**src/rtl/core/hex_trace_line_decoder_assert.svh**
```systemverilog
// assertion helpers shared by the decoder modules
// each use expects signals named clk and rst_n in scope
`ifndef HEX_TRACE_LINE_DECODER_ASSERT_SVH
`define HEX_TRACE_LINE_DECODER_ASSERT_SVH

// condition holds at every sampled edge
`define HTLD_ASSERT_ALWAYS(lbl, cond, msg) \
    lbl: assert property (@(posedge clk) disable iff (!rst_n) (cond)) \
        else $error(msg);

// antecedent implies consequent in the same cycle
`define HTLD_ASSERT_IMPLY(lbl, ante, cons, msg) \
    lbl: assert property (@(posedge clk) disable iff (!rst_n) (ante) |-> (cons)) \
        else $error(msg);

// antecedent implies consequent in the next cycle
`define HTLD_ASSERT_NEXT(lbl, ante, cons, msg) \
    lbl: assert property (@(posedge clk) disable iff (!rst_n) (ante) |=> (cons)) \
        else $error(msg);

`endif

```
**src/rtl/core/htld_pkg.sv**
```systemverilog
package htld_pkg;

    // default segment buffer size in bytes
    localparam int SEGMENT_MAX_DEF = 8192;

    // depth of the queues between front, back and result side
    localparam int QUEUE_DEPTH = 2;

    // characters of interest
    localparam logic [7:0] CH_LT    = 8'h3c;
    localparam logic [7:0] CH_SPACE = 8'h20;
    localparam logic [7:0] CH_TAB   = 8'h09;
    localparam logic [7:0] CH_NL    = 8'h0a;
    localparam logic [7:0] CH_ZERO  = 8'h30;
    localparam logic [7:0] CH_NINE  = 8'h39;
    localparam logic [7:0] CH_X     = 8'h78;
    localparam logic [7:0] CH_A     = 8'h61;
    localparam logic [7:0] CH_F     = 8'h66;

    // telnet codes
    localparam logic [7:0] IAC_BYTE = 8'hff;
    localparam logic [7:0] EOR_BYTE = 8'hef;

    // classified character word, front to back
    typedef struct packed {
        logic       is_eof;
        logic       mode;
        logic       hex_ok;
        logic [3:0] hex_val;
        logic       is_nl;
        logic       is_blank;
        logic       is_lt;
        logic       is_space;
        logic       is_zero;
        logic       is_x;
    } cls_t;

    // result word, back to result queue
    typedef struct packed {
        logic       byte_valid;
        logic [7:0] data_byte;
        logic       segment_end;
        logic       step_done;
        logic       discard;
        logic       format_error;
        logic       file_ended;
    } result_t;

endpackage

```
**src/rtl/core/htld_fifo.sv**
```systemverilog
module htld_fifo #(
    parameter int WIDTH = 8,
    parameter int DEPTH = 2
) (
    input  logic             clk,
    input  logic             rst_n,
    input  logic             push,
    input  logic [WIDTH-1:0] wdata,
    output logic             full,
    input  logic             pop,
    output logic [WIDTH-1:0] rdata,
    output logic             empty
);
    localparam int PTR_W = (DEPTH > 1) ? $clog2(DEPTH) : 1;
    localparam int CNT_W = $clog2(DEPTH + 1);
    localparam logic [PTR_W-1:0] PTR_LAST = PTR_W'(DEPTH - 1);
    localparam logic [CNT_W-1:0] CNT_FULL = CNT_W'(DEPTH);

    logic [WIDTH-1:0] slot_reg [DEPTH];
    logic [PTR_W-1:0] wr_ptr_reg, wr_ptr_next;
    logic [PTR_W-1:0] rd_ptr_reg, rd_ptr_next;
    logic [CNT_W-1:0] count_reg, count_next;
    logic             do_push;
    logic             do_pop;

    assign full    = (count_reg == CNT_FULL);
    assign empty   = (count_reg == '0);
    assign do_push = push && !full;
    assign do_pop  = pop && !empty;
    assign rdata   = slot_reg[rd_ptr_reg];

    // pointer and fill bookkeeping
    always_comb
    begin
        wr_ptr_next = wr_ptr_reg;
        rd_ptr_next = rd_ptr_reg;
        count_next  = count_reg;
        if (do_push)
        begin
            wr_ptr_next = (wr_ptr_reg == PTR_LAST) ? '0 : wr_ptr_reg + 1'b1;
        end
        if (do_pop)
        begin
            rd_ptr_next = (rd_ptr_reg == PTR_LAST) ? '0 : rd_ptr_reg + 1'b1;
        end
        if (do_push && !do_pop)
        begin
            count_next = count_reg + 1'b1;
        end
        else if (do_pop && !do_push)
        begin
            count_next = count_reg - 1'b1;
        end
    end

    always_ff @(posedge clk or negedge rst_n)
    begin
        if (!rst_n)
        begin
            wr_ptr_reg <= '0;
            rd_ptr_reg <= '0;
            count_reg  <= '0;
        end
        else
        begin
            wr_ptr_reg <= wr_ptr_next;
            rd_ptr_reg <= rd_ptr_next;
            count_reg  <= count_next;
        end
    end

    // storage, no reset needed
    always_ff @(posedge clk)
    begin
        if (do_push)
        begin
            slot_reg[wr_ptr_reg] <= wdata;
        end
    end

    `include "hex_trace_line_decoder_assert.svh"

    `HTLD_ASSERT_ALWAYS(a_fifo_count_bound, count_reg <= CNT_FULL, "fifo count above depth")
    `HTLD_ASSERT_NEXT(a_fifo_drain, do_pop && !do_push && count_reg == 1, empty, "fifo not empty after last pop")
    `HTLD_ASSERT_NEXT(a_fifo_fill, do_push && !do_pop, !empty, "fifo empty after push")
endmodule

```
**src/rtl/core/htld_front.sv**
```systemverilog
module htld_front #(
    parameter int DEPTH = 2
) (
    input  logic              clk,
    input  logic              rst_n,
    input  logic [7:0]        file_char,
    input  logic              stop_at_eor,
    input  logic              end_of_file,
    input  logic              push,
    output logic              full,
    input  logic              cls_take,
    output logic              cls_valid,
    output htld_pkg::cls_t    cls
);
    import htld_pkg::*;

    cls_t             cls_in;
    logic             is_digit;
    logic             is_letter;
    logic             cls_empty;
    logic [$bits(cls_t)-1:0] cls_rdata;

    // character classification
    always_comb
    begin
        is_digit        = (file_char >= CH_ZERO) && (file_char <= CH_NINE);
        is_letter       = (file_char >= CH_A) && (file_char <= CH_F);
        cls_in.is_eof   = end_of_file;
        cls_in.mode     = stop_at_eor;
        cls_in.hex_ok   = is_digit || is_letter;
        cls_in.hex_val  = is_letter ? (file_char[3:0] + 4'd9) : file_char[3:0];
        cls_in.is_nl    = (file_char == CH_NL);
        cls_in.is_blank = (file_char == CH_SPACE) || (file_char == CH_TAB);
        cls_in.is_lt    = (file_char == CH_LT);
        cls_in.is_space = (file_char == CH_SPACE);
        cls_in.is_zero  = (file_char == CH_ZERO);
        cls_in.is_x     = (file_char == CH_X);
    end

    // queue of classified words toward the parser
    htld_fifo #(
        .WIDTH ($bits(cls_t)),
        .DEPTH (DEPTH)
    ) u_cls_fifo (
        .clk   (clk),
        .rst_n (rst_n),
        .push  (push),
        .wdata (cls_in),
        .full  (full),
        .pop   (cls_take),
        .rdata (cls_rdata),
        .empty (cls_empty)
    );

    assign cls_valid = !cls_empty;
    assign cls       = cls_t'(cls_rdata);
endmodule

```
**src/rtl/core/htld_back.sv**
```systemverilog
module htld_back #(
    parameter int SEGMENT_MAX = htld_pkg::SEGMENT_MAX_DEF
) (
    input  logic              clk,
    input  logic              rst_n,
    input  logic              cls_valid,
    input  htld_pkg::cls_t    cls,
    output logic              cls_take,
    input  logic              res_full,
    output logic              res_push,
    output htld_pkg::result_t res
);
    import htld_pkg::*;

    localparam int CNT_W = $clog2(SEGMENT_MAX + 1);
    localparam logic [CNT_W-1:0] CNT_LAST = CNT_W'(SEGMENT_MAX - 1);

    typedef enum logic [3:0] {
        PH_LINE = 4'd0,
        PH_SKIP = 4'd1,
        PH_LT   = 4'd2,
        PH_SP   = 4'd3,
        PH_ZERO = 4'd4,
        PH_X    = 4'd5,
        PH_OFS  = 4'd6,
        PH_GAP  = 4'd7,
        PH_HI   = 4'd8,
        PH_LO   = 4'd9
    } phase_t;

    phase_t           phase_reg, phase_next;
    logic [3:0]       high_nibble_reg, high_nibble_next;
    logic             after_iac_reg, after_iac_next;
    logic [CNT_W-1:0] count_reg, count_next;
    logic             tail_iac_reg, tail_iac_next;
    logic             tail_eor_reg, tail_eor_next;
    phase_t           skip_phase;
    logic [7:0]       pair_byte;
    logic             commit;
    logic             at_eor;
    logic             consume;
    result_t          res_w;

    assign cls_take   = cls_valid && !res_full;
    assign consume    = cls_take;
    assign skip_phase = cls.is_nl ? PH_LINE : PH_SKIP;
    assign pair_byte  = {high_nibble_reg, cls.hex_val};

    // line parser and segment tracking
    always_comb
    begin
        phase_next       = phase_reg;
        high_nibble_next = high_nibble_reg;
        after_iac_next   = after_iac_reg;
        count_next       = count_reg;
        tail_iac_next    = tail_iac_reg;
        tail_eor_next    = tail_eor_reg;
        commit           = 1'b0;
        at_eor           = 1'b0;
        res_w            = '0;
        if (cls.is_eof)
        begin
            res_w.file_ended = 1'b1;
            res_w.discard    = 1'b1;
            phase_next       = PH_LINE;
            after_iac_next   = 1'b0;
            count_next       = '0;
            tail_iac_next    = 1'b0;
            tail_eor_next    = 1'b0;
        end
        else
        begin
            unique case (phase_reg)
                PH_SKIP:
                begin
                    if (cls.is_nl)
                    begin
                        phase_next = PH_LINE;
                    end
                end
                PH_LT:
                begin
                    phase_next = cls.is_space ? PH_SP : skip_phase;
                end
                PH_SP:
                begin
                    phase_next = cls.is_zero ? PH_ZERO : skip_phase;
                end
                PH_ZERO:
                begin
                    phase_next = cls.is_x ? PH_X : skip_phase;
                end
                PH_X:
                begin
                    phase_next = cls.hex_ok ? PH_OFS : skip_phase;
                end
                PH_OFS:
                begin
                    if (cls.hex_ok)
                    begin
                        phase_next = PH_OFS;
                    end
                    else if (cls.is_blank)
                    begin
                        phase_next = PH_GAP;
                    end
                    else
                    begin
                        phase_next = skip_phase;
                    end
                end
                PH_GAP:
                begin
                    if (cls.hex_ok)
                    begin
                        high_nibble_next = cls.hex_val;
                        phase_next       = PH_HI;
                        count_next       = '0;
                        tail_iac_next    = 1'b0;
                        tail_eor_next    = 1'b0;
                    end
                    else if (!cls.is_blank)
                    begin
                        phase_next = skip_phase;
                    end
                end
                PH_HI:
                begin
                    if (cls.hex_ok)
                    begin
                        res_w.byte_valid = 1'b1;
                        res_w.data_byte  = pair_byte;
                        phase_next       = PH_LO;
                        if (!after_iac_reg)
                        begin
                            after_iac_next = (pair_byte == IAC_BYTE);
                        end
                        else
                        begin
                            at_eor         = cls.mode && (pair_byte == EOR_BYTE);
                            after_iac_next = 1'b0;
                        end
                        tail_eor_next = tail_iac_reg && (pair_byte == EOR_BYTE);
                        tail_iac_next = (pair_byte == IAC_BYTE);
                        count_next    = count_reg + 1'b1;
                        commit        = at_eor || (count_reg == CNT_LAST);
                    end
                    else
                    begin
                        res_w.format_error = 1'b1;
                        res_w.discard      = 1'b1;
                        count_next         = '0;
                        tail_iac_next      = 1'b0;
                        tail_eor_next      = 1'b0;
                        phase_next         = skip_phase;
                    end
                end
                PH_LO:
                begin
                    if (cls.hex_ok)
                    begin
                        high_nibble_next = cls.hex_val;
                        phase_next       = PH_HI;
                    end
                    else if (cls.is_nl)
                    begin
                        phase_next = PH_LINE;
                        commit     = 1'b1;
                    end
                    else
                    begin
                        res_w.format_error = 1'b1;
                        res_w.discard      = 1'b1;
                        count_next         = '0;
                        tail_iac_next      = 1'b0;
                        tail_eor_next      = 1'b0;
                        phase_next         = skip_phase;
                    end
                end
                default:
                begin
                    phase_next = cls.is_lt ? PH_LT : skip_phase;
                end
            endcase
            // segment commit
            if (commit)
            begin
                res_w.segment_end = 1'b1;
                res_w.step_done   = !cls.mode || tail_eor_next;
                count_next        = '0;
                tail_iac_next     = 1'b0;
                tail_eor_next     = 1'b0;
            end
        end
    end

    assign res      = res_w;
    assign res_push = consume && (res_w.byte_valid || res_w.segment_end || res_w.step_done
                                  || res_w.discard || res_w.format_error || res_w.file_ended);

    always_ff @(posedge clk or negedge rst_n)
    begin
        if (!rst_n)
        begin
            phase_reg       <= PH_LINE;
            high_nibble_reg <= '0;
            after_iac_reg   <= 1'b0;
            count_reg       <= '0;
            tail_iac_reg    <= 1'b0;
            tail_eor_reg    <= 1'b0;
        end
        else if (consume)
        begin
            phase_reg       <= phase_next;
            high_nibble_reg <= high_nibble_next;
            after_iac_reg   <= after_iac_next;
            count_reg       <= count_next;
            tail_iac_reg    <= tail_iac_next;
            tail_eor_reg    <= tail_eor_next;
        end
    end

    `include "hex_trace_line_decoder_assert.svh"

    `HTLD_ASSERT_ALWAYS(a_count_below_max, count_reg <= CNT_LAST, "segment count reached buffer size")
    `HTLD_ASSERT_IMPLY(a_step_needs_end, res_push && res.step_done, res.segment_end, "step done without segment end")
    `HTLD_ASSERT_IMPLY(a_error_drops, res_push && res.format_error, res.discard && !res.byte_valid, "format error without discard")
    `HTLD_ASSERT_NEXT(a_eof_clears, consume && cls.is_eof, phase_reg == PH_LINE && count_reg == '0 && !after_iac_reg, "end of text left parser state")
endmodule

```
**src/rtl/core/hex_trace_line_decoder.sv**
```systemverilog
// channel  | handshake         | words
// ---------+-------------------+---------------------------------------------
// input    | push / full       | file_char, stop_at_eor, end_of_file
// result   | empty / pop       | byte_valid, data_byte, segment_end, step_done,
//          |                   | discard, format_error, file_ended
//
// one character per cycle unless stalled; the parser steps once per character
// a word reaches the result ports through the classify queue, then the result
// queue that the parser writes; characters with no result leave none
// reset is asynchronous active low; it empties both queues, parser to line start
// a full result queue stalls the parser, which then fills the input queue
module hex_trace_line_decoder #(
    parameter int SEGMENT_MAX = htld_pkg::SEGMENT_MAX_DEF
) (
    input  logic       clk,
    input  logic       rst_n,
    input  logic       push,
    output logic       full,
    input  logic [7:0] file_char,
    input  logic       stop_at_eor,
    input  logic       end_of_file,
    input  logic       pop,
    output logic       empty,
    output logic       byte_valid,
    output logic [7:0] data_byte,
    output logic       segment_end,
    output logic       step_done,
    output logic       discard,
    output logic       format_error,
    output logic       file_ended
);
    import htld_pkg::*;

    cls_t    cls;
    logic    cls_valid;
    logic    cls_take;
    result_t res;
    result_t res_out;
    logic    res_push;
    logic    res_full;
    logic [$bits(result_t)-1:0] res_rdata;

    // front: classify and queue characters
    htld_front #(
        .DEPTH (QUEUE_DEPTH)
    ) u_front (
        .clk         (clk),
        .rst_n       (rst_n),
        .file_char   (file_char),
        .stop_at_eor (stop_at_eor),
        .end_of_file (end_of_file),
        .push        (push),
        .full        (full),
        .cls_take    (cls_take),
        .cls_valid   (cls_valid),
        .cls         (cls)
    );

    // back: line parser and segment logic
    htld_back #(
        .SEGMENT_MAX (SEGMENT_MAX)
    ) u_back (
        .clk       (clk),
        .rst_n     (rst_n),
        .cls_valid (cls_valid),
        .cls       (cls),
        .cls_take  (cls_take),
        .res_full  (res_full),
        .res_push  (res_push),
        .res       (res)
    );

    // result queue
    htld_fifo #(
        .WIDTH ($bits(result_t)),
        .DEPTH (QUEUE_DEPTH)
    ) u_res_fifo (
        .clk   (clk),
        .rst_n (rst_n),
        .push  (res_push),
        .wdata (res),
        .full  (res_full),
        .pop   (pop),
        .rdata (res_rdata),
        .empty (empty)
    );

    assign res_out      = result_t'(res_rdata);
    assign byte_valid   = res_out.byte_valid;
    assign data_byte    = res_out.data_byte;
    assign segment_end  = res_out.segment_end;
    assign step_done    = res_out.step_done;
    assign discard      = res_out.discard;
    assign format_error = res_out.format_error;
    assign file_ended   = res_out.file_ended;
endmodule

```
**config.mk**
```make
export PLATFORM = sky130hd
export DESIGN_NAME = hex_trace_line_decoder
export DESIGN_NICKNAME = d
export VERILOG_FILES = /design/src/rtl/core/htld_pkg.sv /design/src/rtl/core/htld_fifo.sv /design/src/rtl/core/htld_front.sv /design/src/rtl/core/htld_back.sv /design/src/rtl/core/hex_trace_line_decoder.sv
export VERILOG_INCLUDE_DIRS = /design/src /design/src/rtl/core
export SDC_FILE = /design/constraint.sdc
export NUM_CORES = 1
export LEC_CHECK = 0
export BUFFER_PORTS_ARGS = -buffer_cell sky130_fd_sc_hd__buf_2
export CORE_MARGIN = 5
export CORE_UTILIZATION = 63
export CTS_BUF_LIST = sky130_fd_sc_hd__clkbuf_8
export CTS_CLUSTER_SIZE = 30
export DETAILED_ROUTE_END_ITERATION = 6
export PLACE_DENSITY = 0.82
export SLEW_MARGIN = 20
export SYNTH_ARGS = -nofsm -noshare
export SYNTH_HDL_FRONTEND = slang
export SYNTH_SLANG_ARGS = --single-unit
```
**constraint.sdc**
```tcl
create_clock -name clk -period 3.4 [get_ports clk]
set_input_delay 0.17 -clock clk [delete_from_list [all_inputs] [get_ports clk]]
set_output_delay 0.17 -clock clk [all_outputs]
set_load 0.05 [all_outputs]
```
==> results.txt, run 1 <==
- Clock latency on the worst-skew pair: around 0.36 ns
- STA puts the critical path data arrival time at approximately 2.9 ns.
- Simple-Gate Fraction of Synth Area: roughly 17%
- Hold timing on the final database bottoms out at a slack of 0.128 ns.
* Setup total negative slack: 0 ns
* Total Die Area: slightly below 9000 µm²
* Category of the most critical setup path: reg2reg
- Sequential cells were found to cover a little under three fifths of the synthesized design area.
* Fraction of final layout cells sized beyond drive strength 1: a little over a fifth
* Wire length per cell after detailed routing: about 17 µm
- Portion of the clock cycle consumed by the worst path in the final layout: 85.1%
- Leading cell types by total area after synthesis: edfxtp_1 (37%), dfrtp_1 (19%), mux2_2 (4.9%)
* Relative max-transition margin: ~29%
* Share of cell area taken by muxes after synthesis: 8.14%
* Endpoint type of the worst setup path: flop
* Clk buf depth: 2
- Yosys mapped a number of flops with a built-in enable equal to 54.
- Number of pins with negative max-slew slack in the final report: 0
- TritonCTS clock tree: done
- The number of nets in the synthesized netlist is 391.
* Fin Clk Skew: around 0.017 ns
* Mapped Avg Cell Area: approximately 12 µm²
- IR Drop Worst-Case VDD: approximately 0.34 mV
- The slowest stage of the critical path belongs to the cell dfrtp_1.
* Setup violations, final: 0
- The first global-routing pass estimated around 14 mm of wire.
* Pin count of the biggest net entering global routing: 34
- Summing the areas of all compound-gate instances in the mapped netlist gives 10.3% of the synthesized area.
* Sort of element at the start of the critical path: flop
- Prior to clock tree synthesis, the placed netlist has a worst setup slack of 0.514 ns.
- During I/O placement, the number of pins put on the boundary was 30.
- The number of global-route vias before repair was 2883.
- Outcome: finished clean
* Top cells by count, synth: edfxtp_1 (54), dfrtp_1 (33), nand2_1 (27), nor2_1 (27), mux2_2 (19)
- Before antenna repair, the detailed router went through 5 iterations.
* Inserted Diodes: 0
- The register with the most flip-flops in the layout has 28 of them.
- The floorplan has 30 rows.
- Layout Cell Area excl Fill: about 4800 µm²
- At the pin with the least slew margin, the transition time is about 1.1 ns.
- The tree built by TritonCTS fans out to 87 sinks.
- Chip height: between 90 and 100 µm
* Number of antenna violations at the first check in global routing: 0
* Count of placed standard cells in the final layout, fillers left out: between 400 and 500
- Via/cell ratio: 6.17
- IO Port Bufs: 29
- Summing the areas of all fa, ha and maj instances in the mapped netlist gives 2.30% of the synthesized area.
- Post-detailed-route DRC marker count: 0
- By area, the combinational part of the netlist is dominated by simple AND/OR/NAND/NOR gates.
- The total overflow left after global routing is 0.
- After layout, the worst setup slack is 0.508 ns.
* Worst min path class: in2reg
* Overall power of the completed layout: between 3 and 4 mW
* Starting density of the core: ~64%
* Number of nets still failing antenna checks after routing: 0
- Detailed Route WL: 8.35 mm
* Count of endpoints failing hold in the final timing report: 0
- Final Critical Period: slightly below 3 ns
- Summing all placed instances gives a cell area of approximately 4600 µm².
- From synthesis to final layout, the design area changed by 10.2%.
* Depth of the CTS H-tree: 3
- Floorplan core area: around 6800 µm²
- Of the total synthesized cell area, the portion taken by XOR and XNOR cells is between 2 and 2.5%.
- Detailed routing inserted a total of just over 3000 vias.
* Top FF cell, synth: edfxtp_1
- CTS-repair resized insts: 0
* Power Density: between 700 and 800 nW/µm²
* Cell with the most instances after synthesis: edfxtp_1
- After synthesis the cells add up to around 4400 µm².
* Post-synth top area share: a little under two fifths
- Along the worst path, the maximum fanout reaches 14.
- For the worst setup path, the data required time is approximately 3.4 ns.
- The largest total area in the synthesized netlist belongs to edfxtp_1.
- Post-DP HPWL: roughly 6.0 mm
* Number of maximum-capacitance constraint violations: 0
- Max Clock Freq: roughly 0.35 GHz
- Gate Count Post-Synth: approximately 370
- Final GP Congestion: 0.861
- Width of the die: between 90 and 100 µm
* Clock transition at path regs: approximately 0.09 ns
- The synthesized design contains 87 register bits.
- Initial drt markers: roughly 260
- Worst path cell trace: buf_4 > nor2b_1 > nand4_1 > a2111oi_4 > nor3b_1 > nor2_2 > and2_1
- In the final design database the tool counted between 400 and 500 nets.
* RSZ-0062 raised after global routing: no
* Library cells used by synthesis: 61
* Number of cells after detailed placement: roughly 470
- Of all flip-flops after synthesis, the portion carrying an async set or reset was a little under two fifths.
* Cell at the root of the clock tree: clkbuf_8
- Leakage: roughly 1.9 nW
* Combined global-route utilization of all metal layers: roughly 21%
* Final Util: between 70 and 80%
- Yosys printed 0 warnings.
- Cts bufs inserted: 9
* Longest individual stage delay on the worst path: between 0.5 and 0.6 ns
==> routing by layer <==
layer / part of all wire, % / vias to the layer above / wire length, µm / global-route usage, %
li1: - / 1450 / - / -
met1: 43 / 1480 / 3630 / 27.3
met2: 50 / 95 / 4170 / 34.1
met3: 4.9 / 11 / 411 / 3.94
met4: 1.6 / 0 / 135 / 7.69
met5: 0 / - / 0 / 0
==> what timing repair did <==
action,in CTS,in global routing
endpoints found under the hold margin,33,4
buffers inserted,0,0
hold buffers,1,2
==> layout make-up <==
type | count | area (µm²)
clock inverters | 7 | 61.3
inverters | 14 | 52.6
flip-flops and latches | 87 | 2450
clock buffers | 9 | 124
multi-input cells | 254 | 1770
repair buffers | 41 | 243
well taps | 80 | 100
fillers | 491 | 1960
==> kinds of logic after synthesis <==
logic type,Yosys count
AO/OA/AOI/OAI,67
XOR/XNOR,12
adder cells (fa/ha/maj),8
buffers and inverters,28
flip-flops,87
multiplexers,32
AND/OR/NAND/NOR,135
==> worst max-delay path: cells and delay by family (launching register included) <==
family | cells | cell delay [ns]
AND/OR/NAND/NOR | 5 | 1.22
buffers and inverters | 1 | 0.27
flip-flops | 1 | 0.58
AO/OA/AOI/OAI | 1 | 0.44
==> power by group <==
part	total, mW	switching, mW	internal (mW)	leakage (nW)
Combinational	1.47	0.963	0.508	0.868
Clock	0.672	0.391	0.281	0.0906
Sequential	1.59	0.183	1.41	0.950
==> path summary, 6_finish.rpt <==
check / slack [ns] / endpoint / startpoint / cells past startpoint
worst max-delay path: 0.51 / u_res_fifo.slot_reg[1][2] / u_front.u_cls_fifo.rd_ptr_reg / 7
worst min-delay path: 0.13 / u_front.u_cls_fifo.wr_ptr_reg / push / 3
worst max register to register: 0.51 / u_res_fifo.slot_reg[1][2] / u_front.u_cls_fifo.rd_ptr_reg / 7
worst min register to register: 0.48 / u_back.after_iac_reg / u_back.after_iac_reg / 1
max in group asynchronous: 2.49 / u_back.after_iac_reg / rst_n / 2
min in group asynchronous: 0.41 / u_res_fifo.count_reg[1] / rst_n / 2
==> cells in the final DEF (no fill, tap or decap), types with 3 or more instances in the layout <==
| master | count |
|---|---|
| nand2_1 | 27 |
| nand4_1 | 3 |
| and3_1 | 12 |
| nor3b_1 | 3 |
| o21ai_1 | 9 |
| xnor2_1 | 8 |
| ha_1 | 8 |
| a211oi_1 | 3 |
| nor2_1 | 27 |
| o21ai_0 | 15 |
| nor3_1 | 9 |
| inv_1 | 14 |
| xor2_1 | 4 |
| a21o_1 | 3 |
| a31oi_1 | 3 |
| nand3b_1 | 6 |
| clkbuf_8 | 9 |
| dfrtp_1 | 33 |
| mux2i_1 | 11 |
| mux2_2 | 19 |
| dlygate4sd3_1 | 3 |
| nand2b_1 | 3 |
| nand4b_1 | 3 |
| a21oi_1 | 14 |
| buf_4 | 9 |
| buf_2 | 29 |
| nand3_1 | 11 |
| nor4_1 | 7 |
| and2_1 | 7 |
| edfxtp_1 | 54 |
Power figures use the tool's default switching activity.
==> run 2, diff against run 1 <==
CORE_UTILIZATION = 60   (was 63)
PLACE_DENSITY = 0.78   (was 0.82)
==> results.txt, run 2 (synthesized netlist as in run 1, its figures left out) <==
* Data required time at the worst endpoint: 3.38 ns
- Across every metal layer, demand over resource in global routing totals 20.0%.
* Area of the multi-input gates: roughly 1800 µm²
* Final Util: about 68%
- The startpoint identified for the worst hold timing path is stop_at_eor.
* Wire length of the first global-routing pass: between 10 and 15 mm
- Fraction of final layout cells sized beyond drive strength 1: a little over a fifth
- Io pins: 30
- Clock-pin slew was measured on the worst setup and hold paths at 0.09 ns.
- Transition time at the pin with the least slew margin: approximately 1.1 ns
* Number of search-and-repair iterations in the first detailed-routing pass: 5
- Final GP Congestion: 0.827
- Summed over all cells, the static leakage comes to 1.93 nW.
- The number of clock buffers added by TritonCTS is 9.
- Power Density: just under 800 nW/µm²
- Endpoint type of the worst setup path: flop
- Once the clock tree was built, the resizer swapped 0 gates to a different size.
- IR Drop Worst-Case VDD: roughly 0.35 mV
- In this run the core area contains 31 standard-cell rows.
* Total Nets Final: around 430
- Worst min path class: in2reg
- Counting instances, the worst hold path has a depth of 1.
- The worst setup path is launched from a flop.
- For this run, design rule violations remaining after detail routing come to 0.
* Reg2reg start: u_back.count_reg[0]
- Of all nets on the critical path, the largest fanout is 14.
* Sink Count: 87
* Portion of the clock cycle consumed by the worst path in the final layout: 80.9%
- For the final database, setup skew stands at about 0.011 ns.
* Depth of the CTS H-tree: 3
- The repair_antennas step left the layout with diodes totalling 0.
* Number of antenna violations at the first check in global routing: 0
- Setup repair after global routing left no endpoint under its margin.
- IO Port Bufs: 29
- Summing over every cut layer, the via total after detailed routing is 2986.
- Max Clock Freq: between 0.3 and 0.4 GHz
- The critical path in this run is classified as reg2reg.
* Number of nets still failing antenna checks after routing: 0
* Post-DP HPWL: 5.80 mm
- Initial drt markers: 198
- Number of pins with negative max-slew slack in the final report: 0
- Starting density of the core: just over 60%
- Pin count of the biggest net entering global routing: 34
- Total Die Area: 9050 µm²
- The register with the most flip-flops in the layout has 28 of them.
- Area taken by flip-flops and latches: about 2400 µm²
- The number of global-route vias before repair is roughly 2900.
- Remaining global-route overflow: 0
* Count of placed standard cells in the final layout, fillers left out: 513
- Endpoint of the lowest-slack register-to-register path: u_res_fifo.slot_reg[0][1]
- Counting I/O delays and the setup requirement, the final critical path takes 2.75 ns.
- Clock tree synthesis selected as its root buffer the cell clkbuf_8.
- Depth of the most critical reg-to-reg path: 6
- For the worst-skew pair, the clock arrives at the later sink with an insertion delay of 0.35 ns.
* Clk buf depth: 2
* Setup violations, final: 0
- Relative to the synthesized area, the layout overhead comes to 11.3%.
* Detailed Route WL: between 8 and 9 mm
* Highest-count cells in the layout ignoring fill and taps: edfxtp_1 (54), dfrtp_1 (33), buf_2 (29)
- In the final timing run, aggregate negative setup slack is 0 ns.
- Measured along the x axis, the die boundary spans approximately 95 µm.
- In this run the tightest slew margin relative to its limit is 29.5%.
* Number of maximum-capacitance constraint violations: 0
- Most common cell after layout, fill and taps aside: edfxtp_1
- Floorplan core area: 7140 µm²
- The number of placed instances, taps included, is 495.
* Chip height: ~95 µm
- # fillers: around 530
- Across all register-to-register paths, the minimum setup slack is roughly 0.65 ns.
* TritonCTS clock tree: done
- Data arrival time of the critical path: around 2.7 ns
* Hold Crit Endpoint: u_front.u_cls_fifo.slot_reg[1][11]
- The number of endpoints with negative hold slack in the final report was 0.
- Wire length per cell after detailed routing: about 16 µm
* Outcome: finished clean
- Via/cell ratio: between 5 and 6
[run 2: cell count changes in the layout (fill, tap and decap cells not counted), moves of 2 or more]
cell,delta
inv_8,-2
clkinv_2,+3
buf_4,+3
clkinvlp_4,-2
[run 2: worst max-delay path, cell delays in order, from the launching register on]
cell and delay, ns:
dfrtp_1 0.38, ha_1 0.19, and3_1 0.25, nand3_1 0.17, o31ai_1 0.44, nor3b_1 0.16
nor3_2 0.78
[run 2: how the worst max path moves through the flow]
stage	depth (start not counted)	slack [ns]	startpoint	endpoint
after CTS	6	0.62	u_front.u_cls_fifo.rd_ptr_reg	u_res_fifo.slot_reg[0][1]
after floorplan	7	0.37	u_back.phase_reg[2]	u_res_fifo.slot_reg[0][0]
after global routing	6	0.41	u_back.count_reg[0]	u_res_fifo.slot_reg[0][1]
final	6	0.65	u_back.count_reg[0]	u_res_fifo.slot_reg[0][1]
after global placement	5	0.67	u_back.phase_reg[1]	u_res_fifo.slot_reg[0][1]
after detailed placement	6	0.63	u_back.count_reg[0]	u_res_fifo.slot_reg[0][1]
[run 2: stage by stage]
step | setup slack, ns | instance area, µm² | hold WS [ns] | power, mW
6_report | 0.648 | 4840 | 0.0429 | 3.74
5_1_grt | 0.414 | 4840 | 0.0200 | 3.94
4_1_cts | 0.619 | 4840 | 0.0227 | 3.76
3_5_place_dp | 0.635 | 4630 | 0.288 | 3.06
3_3_place_gp | 0.671 | 4630 | 0.281 | 3.03
2_1_floorplan | 0.370 | 4350 | -0.126 | 2.72
[run 2: where the power goes]
| group | total [mW] | internal (mW) | switching [mW] | leakage [nW] |
|---|---|---|---|---|
| clock | 0.701 | 0.342 | 0.360 | 0.104 |
| sequential | 1.57 | 1.41 | 0.162 | 0.950 |
| combinational | 1.47 | 0.508 | 0.958 | 0.878 |
| total | 3.74 | 2.26 | 1.48 | 1.93 |
[run 2: repair_timing]
action | CTS | global route
endpoints found under the hold margin | 35 | 0
hold buffers | 2 | 0
buffers inserted | 0 | 0
[run 2: cell type report]
cell class	instances	share of cell area (%)
Sequential cell	87	50.5
Multi-Input combinational cell	254	36.5
Timing Repair Buffer	43	5.27
Clock buffer	9	2.56
Clock inverter	7	1.47
Inverter	14	1.09
Tap cell	99	2.56
[run 2: routing by layer]
layer,vias to the layer above,share of wire (%),track usage [%]
met2,86,47,31.7
met3,19,4.8,4.18
met4,0,2.3,9.86
met1,1431,46,26.2
met5,-,0,0
li1,1450,-,-
